[src/design/assert_macros.svh]
// ---------------------------------------------------------------------------
// Assertion macros
// Concurrent assertion wrappers; empty when SYNTHESIS is defined.
// ---------------------------------------------------------------------------
`ifndef ASSERT_MACROS_SVH
`define ASSERT_MACROS_SVH

`ifndef SYNTHESIS
`define ASSERT_RST(label, clk, rstn, prop, msg) \
    label: assert property (@(posedge clk) disable iff (!(rstn)) prop) else $error(msg);
`define ASSERT_ALWAYS(label, clk, prop, msg) \
    label: assert property (@(posedge clk) prop) else $error(msg);
`else
`define ASSERT_RST(label, clk, rstn, prop, msg)
`define ASSERT_ALWAYS(label, clk, prop, msg)
`endif

`endif

[src/design/amst_pkg.sv]
// ---------------------------------------------------------------------------
// amst_pkg
// Shared types, constants and helpers for the stack traversal core.
// ---------------------------------------------------------------------------
package amst_pkg;

    localparam int NODES   = 8;
    localparam int NODE_W  = 3;
    localparam int COUNT_W = 4;

    typedef enum logic {
        OP_LOAD  = 1'b0,
        OP_START = 1'b1
    } opcode_t;

    typedef struct packed {
        logic              opcode;
        logic [NODE_W-1:0] row_index;
        logic [NODES-1:0]  row_bits;
        logic [NODE_W-1:0] start_node;
    } in_word_t;

    typedef struct packed {
        logic [NODE_W-1:0] node;
        logic              last;
    } out_word_t;

    typedef struct packed {
        logic              en;
        logic [NODE_W-1:0] addr;
        logic [NODES-1:0]  data;
    } adj_wr_t;

    typedef struct packed {
        logic              en;
        logic [NODE_W-1:0] addr;
        logic [NODE_W-1:0] data;
    } stk_wr_t;

    // index of the lowest set bit; zero for an empty vector
    function automatic logic [NODE_W-1:0] lowest_bit(input logic [NODES-1:0] bits);
        logic [NODE_W-1:0] idx;
        idx = '0;
        for (int i = NODES - 1; i >= 0; i--) begin
            if (bits[i]) begin
                idx = NODE_W'(i);
            end
        end
        return idx;
    endfunction

endpackage

[src/design/amst_adj_store.sv]
// ---------------------------------------------------------------------------
// amst_adj_store
// Adjacency row memory, one write and one registered read port. Rows never
// written read as zero.
// ---------------------------------------------------------------------------
module amst_adj_store (
    input  logic                          aclk,
    input  logic                          aresetn,
    input  amst_pkg::adj_wr_t             wr,
    input  logic [amst_pkg::NODE_W-1:0]   rd_addr,
    output logic [amst_pkg::NODES-1:0]    rd_data
);

    logic [amst_pkg::NODES-1:0] mem [amst_pkg::NODES];
    logic [amst_pkg::NODES-1:0] valid_reg;
    logic [amst_pkg::NODES-1:0] rd_data_reg;
    logic                       rd_valid_reg;

    always_ff @(posedge aclk) begin
        if (!aresetn) begin
            valid_reg    <= '0;
            rd_valid_reg <= 1'b0;
        end else begin
            rd_valid_reg <= valid_reg[rd_addr];
            if (wr.en) begin
                valid_reg[wr.addr] <= 1'b1;
            end
        end
    end

    always_ff @(posedge aclk) begin
        if (wr.en) begin
            mem[wr.addr] <= wr.data;
        end
        rd_data_reg <= mem[rd_addr];
    end

    assign rd_data = rd_valid_reg ? rd_data_reg : '0;

endmodule

[src/design/amst_node_stack.sv]
// ---------------------------------------------------------------------------
// amst_node_stack
// Node stack storage, one write and one registered read port.
// ---------------------------------------------------------------------------
module amst_node_stack (
    input  logic                          aclk,
    input  amst_pkg::stk_wr_t             wr,
    input  logic [amst_pkg::NODE_W-1:0]   rd_addr,
    output logic [amst_pkg::NODE_W-1:0]   rd_data
);

    logic [amst_pkg::NODE_W-1:0] mem [amst_pkg::NODES];
    logic [amst_pkg::NODE_W-1:0] rd_data_reg;

    always_ff @(posedge aclk) begin
        if (wr.en) begin
            mem[wr.addr] <= wr.data;
        end
        rd_data_reg <= mem[rd_addr];
    end

    assign rd_data = rd_data_reg;

endmodule

[src/design/adjacency_matrix_stack_traversal_core.sv]
// ---------------------------------------------------------------------------
// adjacency_matrix_stack_traversal_core
// Depth-first traversal over a stored adjacency matrix with a node stack.
// ---------------------------------------------------------------------------
// Usage:
//   s_ channel takes one word per operation. opcode OP_LOAD writes row_bits
//   into the adjacency row row_index and returns nothing. opcode OP_START
//   runs a traversal from start_node and returns one m_ word per reachable
//   node in pop order; the final word has last set.
//   s_ready is high only while no traversal is running. For each popped
//   node a traversal steps through stack read, row read, mark update, one
//   stack write per neighbour it pushes plus one step to find no push left,
//   then the output register load. The single stack and row memory ports
//   set this sequence.
//   When m_ready is low the sequencer holds in its emit step until the
//   output register frees; no word is dropped.
//   Reset clears the adjacency valid bits (all rows read as zero), the
//   visited marks, the stack count and the output valid.
// ---------------------------------------------------------------------------
`include "assert_macros.svh"

module adjacency_matrix_stack_traversal_core (
    input  logic                 aclk,
    input  logic                 aresetn,
    input  logic                 s_valid,
    output logic                 s_ready,
    input  amst_pkg::in_word_t   s_data,
    output logic                 m_valid,
    input  logic                 m_ready,
    output amst_pkg::out_word_t  m_data
);

    typedef enum logic [5:0] {
        ST_IDLE  = 6'b000001,
        ST_POP   = 6'b000010,
        ST_ROWRD = 6'b000100,
        ST_SCAN  = 6'b001000,
        ST_PUSH  = 6'b010000,
        ST_EMIT  = 6'b100000
    } state_t;

    state_t                         state_reg, state_next;
    logic [amst_pkg::COUNT_W-1:0]   count_reg, count_next;
    logic [amst_pkg::NODES-1:0]     visited_reg, visited_next;
    logic [amst_pkg::NODES-1:0]     pend_reg, pend_next;
    logic [amst_pkg::NODE_W-1:0]    cur_reg, cur_next;
    logic                           out_valid_reg, out_valid_next;
    amst_pkg::out_word_t            out_word_reg, out_word_next;

    amst_pkg::adj_wr_t              adj_wr;
    amst_pkg::stk_wr_t              stk_wr;
    logic [amst_pkg::NODE_W-1:0]    adj_rd_addr;
    logic [amst_pkg::NODES-1:0]     adj_rd_data;
    logic [amst_pkg::NODE_W-1:0]    stk_rd_addr;
    logic [amst_pkg::NODE_W-1:0]    stk_rd_data;
    logic [amst_pkg::COUNT_W-1:0]   count_dec;
    logic [amst_pkg::NODE_W-1:0]    push_idx;
    logic                           in_fire;
    logic                           out_free;

    amst_adj_store u_adj (
        .aclk    (aclk),
        .aresetn (aresetn),
        .wr      (adj_wr),
        .rd_addr (adj_rd_addr),
        .rd_data (adj_rd_data)
    );

    amst_node_stack u_stack (
        .aclk    (aclk),
        .wr      (stk_wr),
        .rd_addr (stk_rd_addr),
        .rd_data (stk_rd_data)
    );

    assign s_ready   = (state_reg == ST_IDLE);
    assign in_fire   = s_valid && s_ready;
    assign out_free  = !out_valid_reg || m_ready;
    assign count_dec = count_reg - amst_pkg::COUNT_W'(1);
    assign push_idx  = amst_pkg::lowest_bit(pend_reg);
    assign m_valid   = out_valid_reg;
    assign m_data    = out_word_reg;

    always_comb begin
        state_next     = state_reg;
        count_next     = count_reg;
        visited_next   = visited_reg;
        pend_next      = pend_reg;
        cur_next       = cur_reg;
        out_valid_next = out_valid_reg && !m_ready;
        out_word_next  = out_word_reg;
        adj_wr         = '0;
        stk_wr         = '0;
        adj_rd_addr    = stk_rd_data;
        stk_rd_addr    = count_dec[amst_pkg::NODE_W-1:0];

        case (state_reg)
            ST_IDLE: begin
                if (in_fire) begin
                    if (s_data.opcode == amst_pkg::OP_LOAD) begin
                        adj_wr.en   = (32'(s_data.row_index) < amst_pkg::NODES);
                        adj_wr.addr = s_data.row_index;
                        adj_wr.data = s_data.row_bits;
                    end else if (32'(s_data.start_node) < amst_pkg::NODES) begin
                        visited_next = amst_pkg::NODES'(1) << s_data.start_node;
                        stk_wr.en    = 1'b1;
                        stk_wr.addr  = '0;
                        stk_wr.data  = s_data.start_node;
                        count_next   = amst_pkg::COUNT_W'(1);
                        state_next   = ST_POP;
                    end
                end
            end
            ST_POP: begin
                count_next = count_dec;
                state_next = ST_ROWRD;
            end
            ST_ROWRD: begin
                cur_next   = stk_rd_data;
                state_next = ST_SCAN;
            end
            ST_SCAN: begin
                pend_next    = adj_rd_data & ~visited_reg;
                visited_next = visited_reg | adj_rd_data;
                state_next   = ST_PUSH;
            end
            ST_PUSH: begin
                if (pend_reg != '0) begin
                    stk_wr.en   = 1'b1;
                    stk_wr.addr = count_reg[amst_pkg::NODE_W-1:0];
                    stk_wr.data = push_idx;
                    count_next  = count_reg + amst_pkg::COUNT_W'(1);
                    pend_next   = pend_reg & ~(amst_pkg::NODES'(1) << push_idx);
                end else begin
                    state_next = ST_EMIT;
                end
            end
            ST_EMIT: begin
                if (out_free) begin
                    out_valid_next     = 1'b1;
                    out_word_next.node = cur_reg;
                    out_word_next.last = (count_reg == '0);
                    state_next         = (count_reg == '0) ? ST_IDLE : ST_POP;
                end
            end
            default: begin
                state_next = ST_IDLE;
            end
        endcase
    end

    always_ff @(posedge aclk) begin
        if (!aresetn) begin
            state_reg     <= ST_IDLE;
            count_reg     <= '0;
            visited_reg   <= '0;
            out_valid_reg <= 1'b0;
        end else begin
            state_reg     <= state_next;
            count_reg     <= count_next;
            visited_reg   <= visited_next;
            out_valid_reg <= out_valid_next;
        end
    end

    always_ff @(posedge aclk) begin
        pend_reg     <= pend_next;
        cur_reg      <= cur_next;
        out_word_reg <= out_word_next;
    end

    `ASSERT_RST(a_count_bound, aclk, aresetn, 32'(count_reg) <= amst_pkg::NODES, "count overflow")
    `ASSERT_RST(a_idle_empty, aclk, aresetn, s_ready |-> (count_reg == '0), "idle, stack nonempty")
    `ASSERT_RST(a_mid_busy, aclk, aresetn, (m_valid && !m_data.last) |-> !s_ready, "idle mid-walk")
    `ASSERT_RST(a_push_marked, aclk, aresetn, (state_reg == ST_PUSH) |-> ((pend_reg & ~visited_reg) == '0), "unmarked push")

endmodule

[config.mk]
export PLATFORM = sky130hd
export DESIGN_NAME = adjacency_matrix_stack_traversal_core
export DESIGN_NICKNAME = d
export VERILOG_FILES = /design/src/design/amst_pkg.sv /design/src/design/amst_adj_store.sv /design/src/design/amst_node_stack.sv /design/src/design/adjacency_matrix_stack_traversal_core.sv
export VERILOG_INCLUDE_DIRS = /design/src /design/src/design
export SDC_FILE = /design/constraint.sdc
export NUM_CORES = 1
export LEC_CHECK = 0
export BUFFER_PORTS_ARGS = -buffer_cell sky130_fd_sc_hd__buf_2
export CAP_MARGIN = 25
export CORE_MARGIN = 2
export CORE_UTILIZATION = 25
export CTS_CLUSTER_DIAMETER = 100
export CTS_CLUSTER_SIZE = 8
export DETAILED_ROUTE_END_ITERATION = 7
export PLACE_DENSITY = 0.49
export SETUP_SLACK_MARGIN = 0.4
export SYNTH_ARGS = -nofsm -noshare
export SYNTH_HDL_FRONTEND = slang
export SYNTH_SLANG_ARGS = --single-unit
[constraint.sdc]
create_clock -name aclk -period 3.7 [get_ports aclk]
set_input_delay 0.74 -clock aclk [delete_from_list [all_inputs] [get_ports aclk]]
set_output_delay 0.74 -clock aclk [all_outputs]
set_load 0.05 [all_outputs]
# ---- After elaboration in Yosys (flattened, before gate mapping)
# Memory sizes are Yosys's and may differ from the RTL's. A register that Yosys moved wholly into a read port is not among the register bits.
# Cells that the tools add are included.
dict set report totals {
  in_bits 19
  mem_bits_rw 88
  mem_count 2
  ff_bits 43
  elab_cells 93
  out_inout_bits 6
}
# name words word_bits rd rd_ports_with_merged_regs write_ports line_no
set mem_list {}
lappend mem_list {u_adj.mem 8 8 1 1 1 amst_adj_store.sv:14} ;# logic [amst_pkg::NODES-1:0] mem [amst_pkg::NODES];
lappend mem_list {u_stack.mem 8 3 1 1 1 amst_node_stack.sv:12} ;# logic [amst_pkg::NODE_W-1:0] mem [amst_pkg::NODES];
dict set report op_classes {
  n_eq_ne 11
  bitwise 6
  n_reduce_logical 16
  muxes 41
  n_shift 2
  n_addsub 2
  n_lt_le_gt_ge 3
}
# op count
set op_table {}
lappend op_table {{$mux W12} 3}
lappend op_table {{$pmux W6 S6} 1}
lappend op_table {{$mux W8} 4}
lappend op_table {{$pmux W8 S2} 2}
lappend op_table {{$mux W3} 8}
lappend op_table {{$mux W6} 4}
lappend op_table {{$mux W7} 3}
lappend op_table {{$and A8 B8 Y8} 2}
lappend op_table {{$not A8 Y8} 2}
lappend op_table {{$or A8 B8 Y8} 2}
lappend op_table {{$shl A1 B3 Y8 const A} 2}
lappend op_table {{$pmux W7 S2} 1}
lappend op_table {{$mux W4} 3}
lappend op_table {{$pmux W4 S3} 1}
lappend op_table {{$lt A3 B4 Y1 const B} 2}
lappend op_table {{$mux W1} 8}
lappend op_table {{$reduce_and A4 Y1} 2}
lappend op_table {{$reduce_bool A8 Y1} 1}
lappend op_table {{$eq A6 B1 Y1 const B} 1}
lappend op_table {{$eq A6 B2 Y1 const B} 1}
lappend op_table {{$eq A6 B3 Y1 const B} 1}
lappend op_table {{$eq A6 B4 Y1 const B} 1}
lappend op_table {{$eq A6 B5 Y1 const B} 1}
lappend op_table {{$eq A6 B6 Y1 const B} 1}
lappend op_table {{other kinds (16)} 24}

# ---- Depth between registers and ports, before layout
# Gate-level depths: netlist of run 1.
dict set report depth {
  word_depth 13
  ltp_mapped 7
  ltp_nobuf 6
}

# ---- Modules after synthesis
# A second synthesis of run 1 with hierarchy kept.
dict set report unflattened {
  cells_unflattened 400
  area_unflattened_um2 5975.7
}
# mod area_each_um2 cells_each n_inst
set by_module_without_submodules {}
lappend by_module_without_submodules {amst_adj_store 3059.2 147 1}
lappend by_module_without_submodules {adjacency_matrix_stack_traversal_core 1874.3 203 1}
lappend by_module_without_submodules {amst_node_stack 1042.2 50 1}

# ---- Worst setup path after synthesis of run 1
# Ideal clock, no wire load.
dict set report synth_path {
  kind {reg2reg}
  start {register count_reg[0] (netlist bit)}
  end {register u_stack.rd_data_reg, in the netlist u_stack.rd_data[0] (read register of u_stack.mem)}
  slack_ns 1.530
  arrival_ns 2.049
  period_less_slack_ns 2.170
  stages_incl_launch_ff 7
  n_path_buf 2
  required_time_ns 3.579
  cell_sequence {dfxtp_1 buf_1 inv_1 ha_1 clkbuf_1 mux4_2 mux2_2}
}
dict set report synth_via {
  elab_chain_cells 1
}
# element line_no
set synth_lines {}
lappend synth_lines {{start: declaration} adjacency_matrix_stack_traversal_core.sv:43} ;# logic [amst_pkg::COUNT_W-1:0] count_reg, count_next;
lappend synth_lines {{start signal: assignment} adjacency_matrix_stack_traversal_core.sv:160} ;# count_reg <= count_next;
lappend synth_lines {{$sub A4 B1 Y4} adjacency_matrix_stack_traversal_core.sv:79} ;# assign count_dec = count_reg - amst_pkg::COUNT_W'(1);
lappend synth_lines {{end: declaration} amst_node_stack.sv:13} ;# logic [amst_pkg::NODE_W-1:0] rd_data_reg;
# No other way between the ends.
# A chain may end at the register's enable or synchronous reset.

# ---- Worst setup path after layout of run 1
dict set report layout_path {
  start {register state_reg[5]}
  end {output port s_ready}
}
dict set report layout_via {
  elab_chain_cells 1
}
# element line_no
set layout_lines {}
lappend layout_lines {{start: declaration} adjacency_matrix_stack_traversal_core.sv:42} ;# state_t state_reg, state_next;
lappend layout_lines {{start signal: assignment} adjacency_matrix_stack_traversal_core.sv:159} ;# state_reg <= state_next;
lappend layout_lines {{$eq A6 B1 Y1} adjacency_matrix_stack_traversal_core.sv:76} ;# assign s_ready = (state_reg == ST_IDLE);
lappend layout_lines {{end: declaration} adjacency_matrix_stack_traversal_core.sv:26} ;# output logic s_ready,
# No other way between the ends.

==> results of run 1 <==
==> layer usage <==
| layer | share of wire | track usage | vias up |
|---|---|---|---|
| met5 | 0 | 0 | - |
| met4 | 0.019 | 0.05022 | 0 |
| met3 | 0.041 | 0.03029 | 21 |
| met2 | 0.47 | 0.1717 | 80 |
| met1 | 0.47 | 0.1442 | 1716 |
| li1 | - | - | 1577 |
==> area by class of cell <==
cell class	instances	area share
Timing Repair Buffer	26	0.01957
Sequential cell	142	0.5611
Multi-Input combinational cell	213	0.2700
Clock buffer	19	0.06560
Tap cell	319	0.05781
Inverter	9	0.004893
Clock inverter	13	0.02102
==> worst reg2reg max path, delay by kind of cell, from the launching register on <==
family | cells | cell delay [ps]
AND/OR/NAND/NOR | 4 | 1650
flip-flops | 1 | 390
==> final timing paths <==
kind | from | endpoint | cells past startpoint
worst max-delay path | state_reg[5] | s_ready | 4
worst min-delay path | cur_reg[1] | m_data[2] | 0
worst max register to register | state_reg[5] | u_adj.mem[5][4] | 4
worst min register to register | cur_reg[1] | m_data[2] | 0
==> kinds of logic after synthesis <==
| family | after synthesis | synth area share |
|---|---|---|
| DFF | 142 | 0.6611 |
| and+or+nand+nor | 95 | 0.1042 |
| AOI/OAI and AO/OA | 78 | 0.09161 |
| muxes | 36 | 0.1151 |
| buffers and inverters | 28 | 0.02071 |
| xor gates and xnor gates | 2 | 0.002990 |
| adders and majority gates | 2 | 0.004270 |
==> cell usage after synthesis, drive strengths merged (3+ instances only) <==
cell | count | area share
inv | 8 | 0.0051
nand2 | 13 | 0.0083
a211oi | 7 | 0.0090
and2 | 10 | 0.011
and3 | 5 | 0.0053
nand4b | 7 | 0.010
a21oi | 17 | 0.015
mux2 | 11 | 0.021
nor3b | 3 | 0.0058
mux4 | 24 | 0.092
o21a | 9 | 0.012
clkbuf | 10 | 0.0064
o21ai | 23 | 0.022
buf | 9 | 0.0085
nand3 | 3 | 0.0034
dfxtp | 39 | 0.13
nor3 | 13 | 0.014
and4b | 3 | 0.0051
nand4 | 3 | 0.0032
nor2 | 19 | 0.014
nor2b | 3 | 0.0032
edfxtp | 103 | 0.53
==> report_power, final <==
part | internal, mW | leakage, nW | switching, mW
Combinational | 0.481 | 0.737 | 0.525
Sequential | 1.89 | 1.26 | 0.193
Clock | 0.991 | 0.294 | 0.721
==> through the flow <==
stage	setup WS (ps)	area (µm²)	hold slack (ps)
2_1_floorplan	1530	5859	400.3
3_3_place_gp	1356	6306	418.5
3_5_place_dp	1305	6306	411.9
4_1_cts	1282	6904	424.1
5_1_grt	1136	6904	426.2
6_report	1288	6904	420.8
==> results.toml, run 1 <==
[synthesis]
synthCells = 383
synth_top_flop_cell = "sky130_fd_sc_hd__edfxtp_1"
postSynth.asyncResetShare = 0
synth_cell_type_count = 65
synth-seq-cells = 142
synth_area_um2 = 5859
yosysSeqAreaShare = 0.6611
avgSynthCellArea_um2 = 15.30
post_synthesis_net_count = 404
ys_warn_count = 0
synth-edff-count = 103

[global_routing]
global_route.overflow_total = 0
grt_max_degree = 21
grt_first_pass_wirelength_mm = 20.06
via_count_of_the_first_global_routing_pass = 3543
grt_use_total = 0.1105
initial_antenna_violation_count = 0

[clock_tree]
cts.sinks = 142
h-tree-depth = 4
cts.root.buffer_cell = "sky130_fd_sc_hd__clkbuf_16"
post_cts_hold_buffer_count = 0
ctsResizeCount = 0
tritoncts = "done"
cts-buffers-inserted = 17
insertion_delay_ps = 430
cts.reportedPaths.clkPinSlew_ps = 70
clock_tree.buffer_depth = 2
post-cts-setup-buffer-count = 0

[power_and_ir_drop]
power-per-cell-area_nw_per_um2 = 695.4
finalPower_mw = 4.801
peakVddDrop_mv = 0.2947
static-leakage-power_nw = 2.290

[worst_setup_path]
timing.reg2reg.setup_slack_ps = 1310
start_kind = "flop"
critical_path.cell_chain = "nor3_2, nand3_2, inv_2, buf_2"
worst-path-buf-inv = 2
criticalPathCategory = "reg2out"
path_delay_family = "simple AND/OR/NAND/NOR gates"
worst_ep_arrival_time_ps = 1670
worst_path_max_delay_cell = "sky130_fd_sc_hd__dfxtp_1"
critPathRequiredTime_ps = 2960
path_max_fanout = 5
critPathMaxStageDelay_ps = 390
critical_path.endpoint_type = "output port"

[sta]
max_slew_margin = 0.3154
setup_viol = 0
tightest_slew_ps = 1026
worst_clock_skew_ps = 10.92
clock.fmax_ghz = 0.4145
min_period_over_period = 0.6520
hold_viol = 0
rsz0062_at_grt = "no"
finalCriticalPeriod_ps = 2412
timing.final.max_slew_violations = 0
accumulated_negative_setup_slack_ps = 0

[die]
placeableCoreArea_um2 = 23260
core.rowCount = 56
initial_cell_density_of_the_core = 0.2519
die_h_um = 157.1
floorplan.die_area_um2 = 24680
die_w_um = 157.1
top_level_ports = 25

[placement]
dp_cells = 709
routability_congestion_estimate_from_global_placement = 0.8258
post-dp-hpwl_mm = 8.700
port_buffers = 24

[layout]
number_of_filler_instances_in_the_final_layout = 2353
layout-area-overhead-vs-synth_pct = 17.83
finish.net_count = 430
final_cells = 741
biggestRegsByFlops = "u_adj.mem: 64 flops, u_stack.mem: 24 flops"
seq_area_um2 = 3874
mostFrequentLayoutCells = "sky130_fd_sc_hd__edfxtp_1 (103), sky130_fd_sc_hd__dfxtp_1 (39), sky130_fd_sc_hd__mux4_2 (24), sky130_fd_sc_hd__buf_2 (24)"
largest_register_ffs = 64
insertedDiodeCount = 0
layout.core_utilization = 0.2968
multiInputGateArea_um2 = 1864
regMostFlops = "u_adj.mem"
layout-drive-gt1-share = 0.2559
layout_commonest_cell = "sky130_fd_sc_hd__edfxtp_1"

[detailed_routing]
vias = 3394
drt.antenna.violating_nets = 0
route.final.wire_length_mm = 12.52
drt-pass1-iter-count = 4
wl_per_cell_um = 16.89
dr.first_iter.drc_count = 253
remaining_drc_errors = 0
vias_per_cell = 4.580

[min_path]
worst_hold_path_type = "reg2reg"

[job]
maxCapViolCount = 0

[outcome]
outcome = "finished, final reports clean"
Power figures use the tool's default switching activity.
==> inputs of run 2 (changes only) <==
--- a/config.mk
+++ b/config.mk
@@ -6,6 +6,7 @@
 export SDC_FILE = /design/constraint.sdc
 export NUM_CORES = 1
 export LEC_CHECK = 0
+export ABC_AREA = 1
 export BUFFER_PORTS_ARGS = -buffer_cell sky130_fd_sc_hd__buf_2
 export CAP_MARGIN = 25
 export CORE_MARGIN = 2
==> constraint.sdc (replaced) <==
create_clock -name aclk -period 2.5 [get_ports aclk]
set_input_delay 0.5 -clock aclk [delete_from_list [all_inputs] [get_ports aclk]]
set_output_delay 0.5 -clock aclk [all_outputs]
set_load 0.05 [all_outputs]
==> run 2 against run 1 <==
  * Final cell count grew 35%
  * Sequential share of layout area is 2.2 points lower
  * Register-to-register slack got worse by 770 ps
  * Worst hold slack got worse by 41 ps
  * Synthesized cell count rose by 64%
  * Cell area is 4.0% higher
  * Count of clock-buffer cells in the layout shrank 2
  * Non-clock buffer count is 10 higher
  * Critical path type unchanged
  * Largest cell class unchanged
==> results.toml, run 2 <==
[outcome]
outcome = "finished, final reports clean"

[synthesis]
avgSynthCellArea_um2 = 9.674
ys_warn_count = 0
synth_top_flop_cell = "sky130_fd_sc_hd__edfxtp_1"
yosysSeqAreaShare = 0.6386
synth-seq-cells = 142
post_synthesis_net_count = 648
synthCells = 627
synth_area_um2 = 6066
synth.top_cells.by_area = "sky130_fd_sc_hd__edfxtp_1 (51%), sky130_fd_sc_hd__dfxtp_1 (13%), sky130_fd_sc_hd__nor2_1 (6.4%)"
synth_cell_type_count = 29
synth_area_leader_cell = "sky130_fd_sc_hd__edfxtp_1"
synth.cells.most_frequent = "sky130_fd_sc_hd__edfxtp_1 (103), sky130_fd_sc_hd__nor2_1 (103), sky130_fd_sc_hd__nand2_1 (94)"
synth-edff-count = 103
postSynth.asyncResetShare = 0
synth_top_area_share = 0.5099

[power_and_ir_drop]
p_int_mw = 4.691
sw_frac_of_total = 0.3501
finalPower_mw = 7.218
power-per-cell-area_nw_per_um2 = 1005
power.net_switching_mw = 2.527
peakVddDrop_mv = 0.4232
static-leakage-power_nw = 2.853
seq_power_share = 0.400
pwr-share-clk = 0.334
power.share.combinational = 0.266

[worst_setup_path]
critical_path.endpoint_type = "output port"
ff2ff_path_depth = 5
rr_startpoint = "state_reg[0]"
critical_path.cell_chain = "nor2_2, nand3_2, inv_2, buf_4"
beginning_of_the_critical_path = "state_reg[5]"
worst-path-buf-inv = 2
worstSetupEndpoint = "s_ready"
path_delay_family = "simple AND/OR/NAND/NOR gates"
path_depth = 4
timing.reg2reg.setup_slack_ps = 540
r2r_end = "u_stack.mem[6][0]"
critPathRequiredTime_ps = 2000
worst_path_max_delay_cell = "sky130_fd_sc_hd__dfxtp_1"
start_kind = "flop"
path_max_fanout = 5
criticalPathCategory = "reg2out"
worst_ep_arrival_time_ps = 1490
critPathMaxStageDelay_ps = 330

[layout]
layout-area-overhead-vs-synth_pct = 18.36
largest_register_ffs = 64
finish.net_count = 681
layout-drive-gt1-share = 0.1248
insertedDiodeCount = 0
mostFrequentLayoutCells = "sky130_fd_sc_hd__edfxtp_1 (103), sky130_fd_sc_hd__nor2_1 (102), sky130_fd_sc_hd__nand2_1 (94), sky130_fd_sc_hd__inv_1 (77), sky130_fd_sc_hd__o21ai_0 (68)"
layout_commonest_cell = "sky130_fd_sc_hd__edfxtp_1"
biggestRegsByFlops = "u_adj.mem: 64 flops, u_stack.mem: 24 flops"
regMostFlops = "u_adj.mem"

[global_routing]
via_count_of_the_first_global_routing_pass = 4191
grt_max_degree = 42
grt_first_pass_wirelength_mm = 22.92
initial_antenna_violation_count = 0
grt_use_total = 0.1171
global_route.overflow_total = 0

[die]
core.rowCount = 57
initial_cell_density_of_the_core = 0.2524
placeableCoreArea_um2 = 24030
die_w_um = 159.8
floorplan.die_area_um2 = 25520
die_h_um = 159.8
top_level_ports = 25

[placement]
routability_congestion_estimate_from_global_placement = 0.7816
post-dp-hpwl_mm = 9.579
port_buffers = 24

[detailed_routing]
dr.first_iter.drc_count = 359
route.final.wire_length_mm = 14.15
vias = 4213
drt-pass1-iter-count = 4
vias_per_cell = 4.226
wl_per_cell_um = 14.19
drt.antenna.violating_nets = 0
remaining_drc_errors = 0

[sta]
setup_viol = 0
finalCriticalPeriod_ps = 1987
worst_clock_skew_ps = 15.85
accumulated_negative_setup_slack_ps = 0
tightest_slew_ps = 759.8
hold_viol = 0
max_slew_margin = 0.4929
timing.final.max_slew_violations = 0
rsz0062_at_grt = "yes"
min_period_over_period = 0.7949
clock.fmax_ghz = 0.5032

[clock_tree]
h-tree-depth = 4
cts.root.buffer_cell = "sky130_fd_sc_hd__clkbuf_16"
cts-buffers-inserted = 17
tritoncts = "done"
insertion_delay_ps = 430
cts.sinks = 142
clock_tree.buffer_depth = 2
cts.reportedPaths.clkPinSlew_ps = 70

[job]
maxCapViolCount = 0

[min_path]
worst_hold_path_type = "in2reg"
[run 2: cell types whose count changed in the layout (fill, tap and decap cells not counted), moves of 9 or more]
cell,change
sky130_fd_sc_hd__nor2_1,+86
sky130_fd_sc_hd__nand2_1,+81
sky130_fd_sc_hd__inv_1,+70
sky130_fd_sc_hd__o21ai_0,+56
sky130_fd_sc_hd__mux4_2,-24
sky130_fd_sc_hd__nand3_1,+20
sky130_fd_sc_hd__a21oi_1,+16
sky130_fd_sc_hd__buf_4,+11
sky130_fd_sc_hd__mux2_2,-11
sky130_fd_sc_hd__a31oi_1,+10
sky130_fd_sc_hd__and2_1,-10
sky130_fd_sc_hd__o21a_1,-9
[run 2: kinds of logic after synthesis]
logic type,synth area share
compound gates,0.1112
xor+xnor,0.004332
fa+ha+maj,0.004125
buf+inv,0.06848
flops,0.6386
simple gates,0.1733
[run 2: metal layers]
metal / routed length (µm) / global-route usage / share of wire
met1: 6615 / 0.1524 / 0.47
met2: 6916 / 0.1936 / 0.49
met3: 432 / 0.02727 / 0.031
met4: 183 / 0.03595 / 0.013
met5: 0 / 0 / 0
[run 2: worst min-delay path, stage by stage]
cell and delay (ps):
sky130_fd_sc_hd__buf_2 70, sky130_fd_sc_hd__inv_1 30, sky130_fd_sc_hd__nand2_1 80, sky130_fd_sc_hd__a21oi_1 70
[run 2: worst min-delay path by stage]
stage,start,end,slack (ps),depth (start not counted)
floorplan,cur_reg[0],m_data[1],400,0
global placement,cur_reg[1],m_data[2],410,0
detailed placement,cur_reg[2],m_data[3],410,0
CTS,m_ready,m_valid,380,4
global route,m_ready,m_valid,400,4
finish,m_ready,m_valid,380,4
[run 2: repair_timing]
item | 4_1_cts | 5_1_grt
setup endpoints to repair | 13 | 94
resized for setup | 3 | 4
endpoints found under the hold margin | 0 | 0
buffers inserted | 0 | 2
pin swaps | 0 | 1
hold buffers | 0 | 0
[run 2: power by group through the flow]
| stage | Combinational (mW) | Sequential [mW] | Clock (mW) |
|---|---|---|---|
| detailed placement | 1.89 | 2.94 | 0 |
| global route | 2.21 | 2.91 | 2.56 |
| finish | 1.92 | 2.89 | 2.41 |
| floorplan | 1.35 | 2.89 | 0 |
| CTS | 1.91 | 2.89 | 2.45 |
| global placement | 1.91 | 2.94 | 0 |
[run 2: metrics by stage]
step | hold WS, ps | utilization | worst slack [ps] | instances | instance area [µm²]
global placement | 406.6 | 0.2727 | 312.9 | 963 | 6555
finish | 380.0 | 0.2987 | 512.6 | 997 | 7179
floorplan | 400.3 | - | 790.0 | 627 | 6066
global route | 402.0 | 0.2987 | 360.5 | 997 | 7179
detailed placement | 409.3 | 0.2727 | 391.9 | 963 | 6555
CTS | 382.8 | 0.2972 | 422.5 | 995 | 7142
[run 2: area by class of cell]
cell class	count	area, µm²
fillers	2543	16850
flip-flops and latches	142	3874
multi-input cells	382	1812
clock buffers	17	425.4
well taps	324	405.4
inverters	81	304.0
repair buffers	36	212.7
clock inverters	15	146.4
==> inputs of run 3 (changes only) <==
--- a/config.mk
+++ b/config.mk
@@ -6,7 +6,7 @@
 export SDC_FILE = /design/constraint.sdc
 export NUM_CORES = 1
 export LEC_CHECK = 0
-export ABC_AREA = 1
+export ABC_AREA = 0
 export BUFFER_PORTS_ARGS = -buffer_cell sky130_fd_sc_hd__buf_2
 export CAP_MARGIN = 25
 export CORE_MARGIN = 2
==> constraint.sdc (replaced) <==
create_clock -name aclk -period 2 [get_ports aclk]
set_input_delay 0.4 -clock aclk [delete_from_list [all_inputs] [get_ports aclk]]
set_output_delay 0.4 -clock aclk [all_outputs]
set_load 0.05 [all_outputs]
==> run 3 against run 2 <==
  * Register-to-register slack worse by 420 ps
  * Worst hold slack worse by 33 ps
  * Clock power is 41% higher
  * Sequential share of layout area is 4.6 points lower
  * Largest cell class unchanged
==> results.toml, run 3 (synthesis results as in run 1) <==
[outcome]
outcome = "finished, final reports clean"

[power_and_ir_drop]
seq_power_share = 0.376
power.net_switching_mw = 2.975
power.share.combinational = 0.285
sw_frac_of_total = 0.2974
peakVddDrop_mv = 0.6607
static-leakage-power_nw = 2.678
power-per-cell-area_nw_per_um2 = 1268
p_int_mw = 7.030
pwr-share-clk = 0.339

[clock_tree]
post_cts_hold_buffer_count = 0
cts.reportedPaths.clkPinSlew_ps = 60
cts.root.buffer_cell = "sky130_fd_sc_hd__clkbuf_16"
h-tree-depth = 4
tritoncts = "done"
cts.sinks = 142
clock_tree.buffer_depth = 2
cts-buffers-inserted = 17
insertion_delay_ps = 430

[sta]
setup_ws_ps = 117.2
timing.final.max_slew_violations = 0
max_slew_margin = 0.6967
rsz0062_at_grt = "yes"
worst_clock_skew_ps = 8.461
setup_viol = 0
min_period_over_period = 0.9414
hold_viol = 0
accumulated_negative_setup_slack_ps = 0
clock.fmax_ghz = 0.5311
fin_hold_ws_ps = 346.6
finalCriticalPeriod_ps = 1883
tightest_slew_ps = 454.3

[layout]
mostFrequentLayoutCells = "sky130_fd_sc_hd__edfxtp_1 (103), sky130_fd_sc_hd__dfxtp_1 (31), sky130_fd_sc_hd__buf_4 (26), sky130_fd_sc_hd__mux4_2 (24), sky130_fd_sc_hd__buf_2 (23)"
layout-area-overhead-vs-synth_pct = 34.70
regMostFlops = "u_adj.mem"
final_cells = 793
biggestRegsByFlops = "u_adj.mem: 64 flops, u_stack.mem: 24 flops"
largest_register_ffs = 64
number_of_filler_instances_in_the_final_layout = 2290
layout.core_utilization = 0.3393
layout-drive-gt1-share = 0.4726
finish.net_count = 482
layout_commonest_cell = "sky130_fd_sc_hd__edfxtp_1"
insertedDiodeCount = 0

[min_path]
worst_hold_path_type = "in2reg"

[die]
core.rowCount = 56
floorplan.die_area_um2 = 24680
initial_cell_density_of_the_core = 0.2519
die_h_um = 157.1
top_level_ports = 25
placeableCoreArea_um2 = 23260
die_w_um = 157.1

[detailed_routing]
vias = 3630
dr.first_iter.drc_count = 267
route.final.wire_length_mm = 13.99
drt-pass1-iter-count = 4
drt.antenna.violating_nets = 0
wl_per_cell_um = 17.64
remaining_drc_errors = 0
vias_per_cell = 4.578

[global_routing]
via_count_of_the_first_global_routing_pass = 3859
grt_first_pass_wirelength_mm = 21.62
initial_antenna_violation_count = 0
global_route.overflow_total = 0
grt_max_degree = 21
grt_use_total = 0.1177

[worst_setup_path]
criticalPathCategory = "reg2reg"
critical_path.endpoint_type = "flop"
start_kind = "flop"
path_max_fanout = 6
worst_ep_arrival_time_ps = 2030
critPathRequiredTime_ps = 2140

[placement]
port_buffers = 24
worst_case_setup_slack_after_placement_ps = 53.26
post-dp-hpwl_mm = 8.801
routability_congestion_estimate_from_global_placement = 0.7632
dp_cells = 723

[job]
maxCapViolCount = 0
==> run 3: layer usage <==
metal  share of wire  up-vias  GRT usage
met5               0        -          0
met4           0.016        0    0.04675
met3           0.037       16    0.03029
met2            0.52       62     0.1995
met1            0.43     1851     0.1436
li1                -     1701          -
==> run 3: worst paths after layout <==
path	start	slack, ps	end	cells after the start
min	s_data[3]	350	u_adj.mem[6][0]	2
min reg2reg	cur_reg[1]	420	m_data[2]	0
max	state_reg[3]	120	u_stack.mem[0][0]	8
max reg2reg	state_reg[3]	120	u_stack.mem[0][0]	8
==> run 3: cell type report <==
cell class / instances / area (µm²) / area share
clock inverter: 15 / 209.0 / 0.02647
timing repair buffer: 69 / 588.1 / 0.07451
tap: 319 / 399.1 / 0.05057
sequential: 142 / 3896 / 0.4937
inverter: 9 / 43.79 / 0.005549
clock buffer: 17 / 425.4 / 0.05390
multi-input combinational: 222 / 2331 / 0.2953
==> run 3: through the flow <==
stage          power (mW)  instance area (µm²)
2_1_floorplan       5.524                 6056
3_3_place_gp        6.074                 6565
3_5_place_dp        6.103                 6565
4_1_cts             9.914                 7660
5_1_grt             10.44                 7893
6_report            10.01                 7893
==> run 3: critical path: stages, from the launching register on <==
cell                      delay (ps)
sky130_fd_sc_hd__dfxtp_4         350
sky130_fd_sc_hd__buf_4           130
sky130_fd_sc_hd__buf_6           110
sky130_fd_sc_hd__inv_4            50
sky130_fd_sc_hd__and4_4          230
sky130_fd_sc_hd__o21ai_4          70
sky130_fd_sc_hd__buf_12          150
sky130_fd_sc_hd__o41ai_4         320
sky130_fd_sc_hd__buf_4           190
==> run 3: timing repair <==
item	in CTS	in global routing
setup endpoints to repair	218	211
gates resized for setup	69	24
buffers inserted	17	10
gates cloned	9	2
pin swaps	30	25
==> run 3: power groups by stage <==
stage / clock network [mW] / logic (mW) / registers, mW
global route: 3.60 / 3.06 / 3.79
detailed placement: 0 / 2.24 / 3.86
finish: 3.40 / 2.85 / 3.76
CTS: 3.46 / 2.70 / 3.76
global placement: 0 / 2.23 / 3.85
floorplan: 0 / 1.78 / 3.75
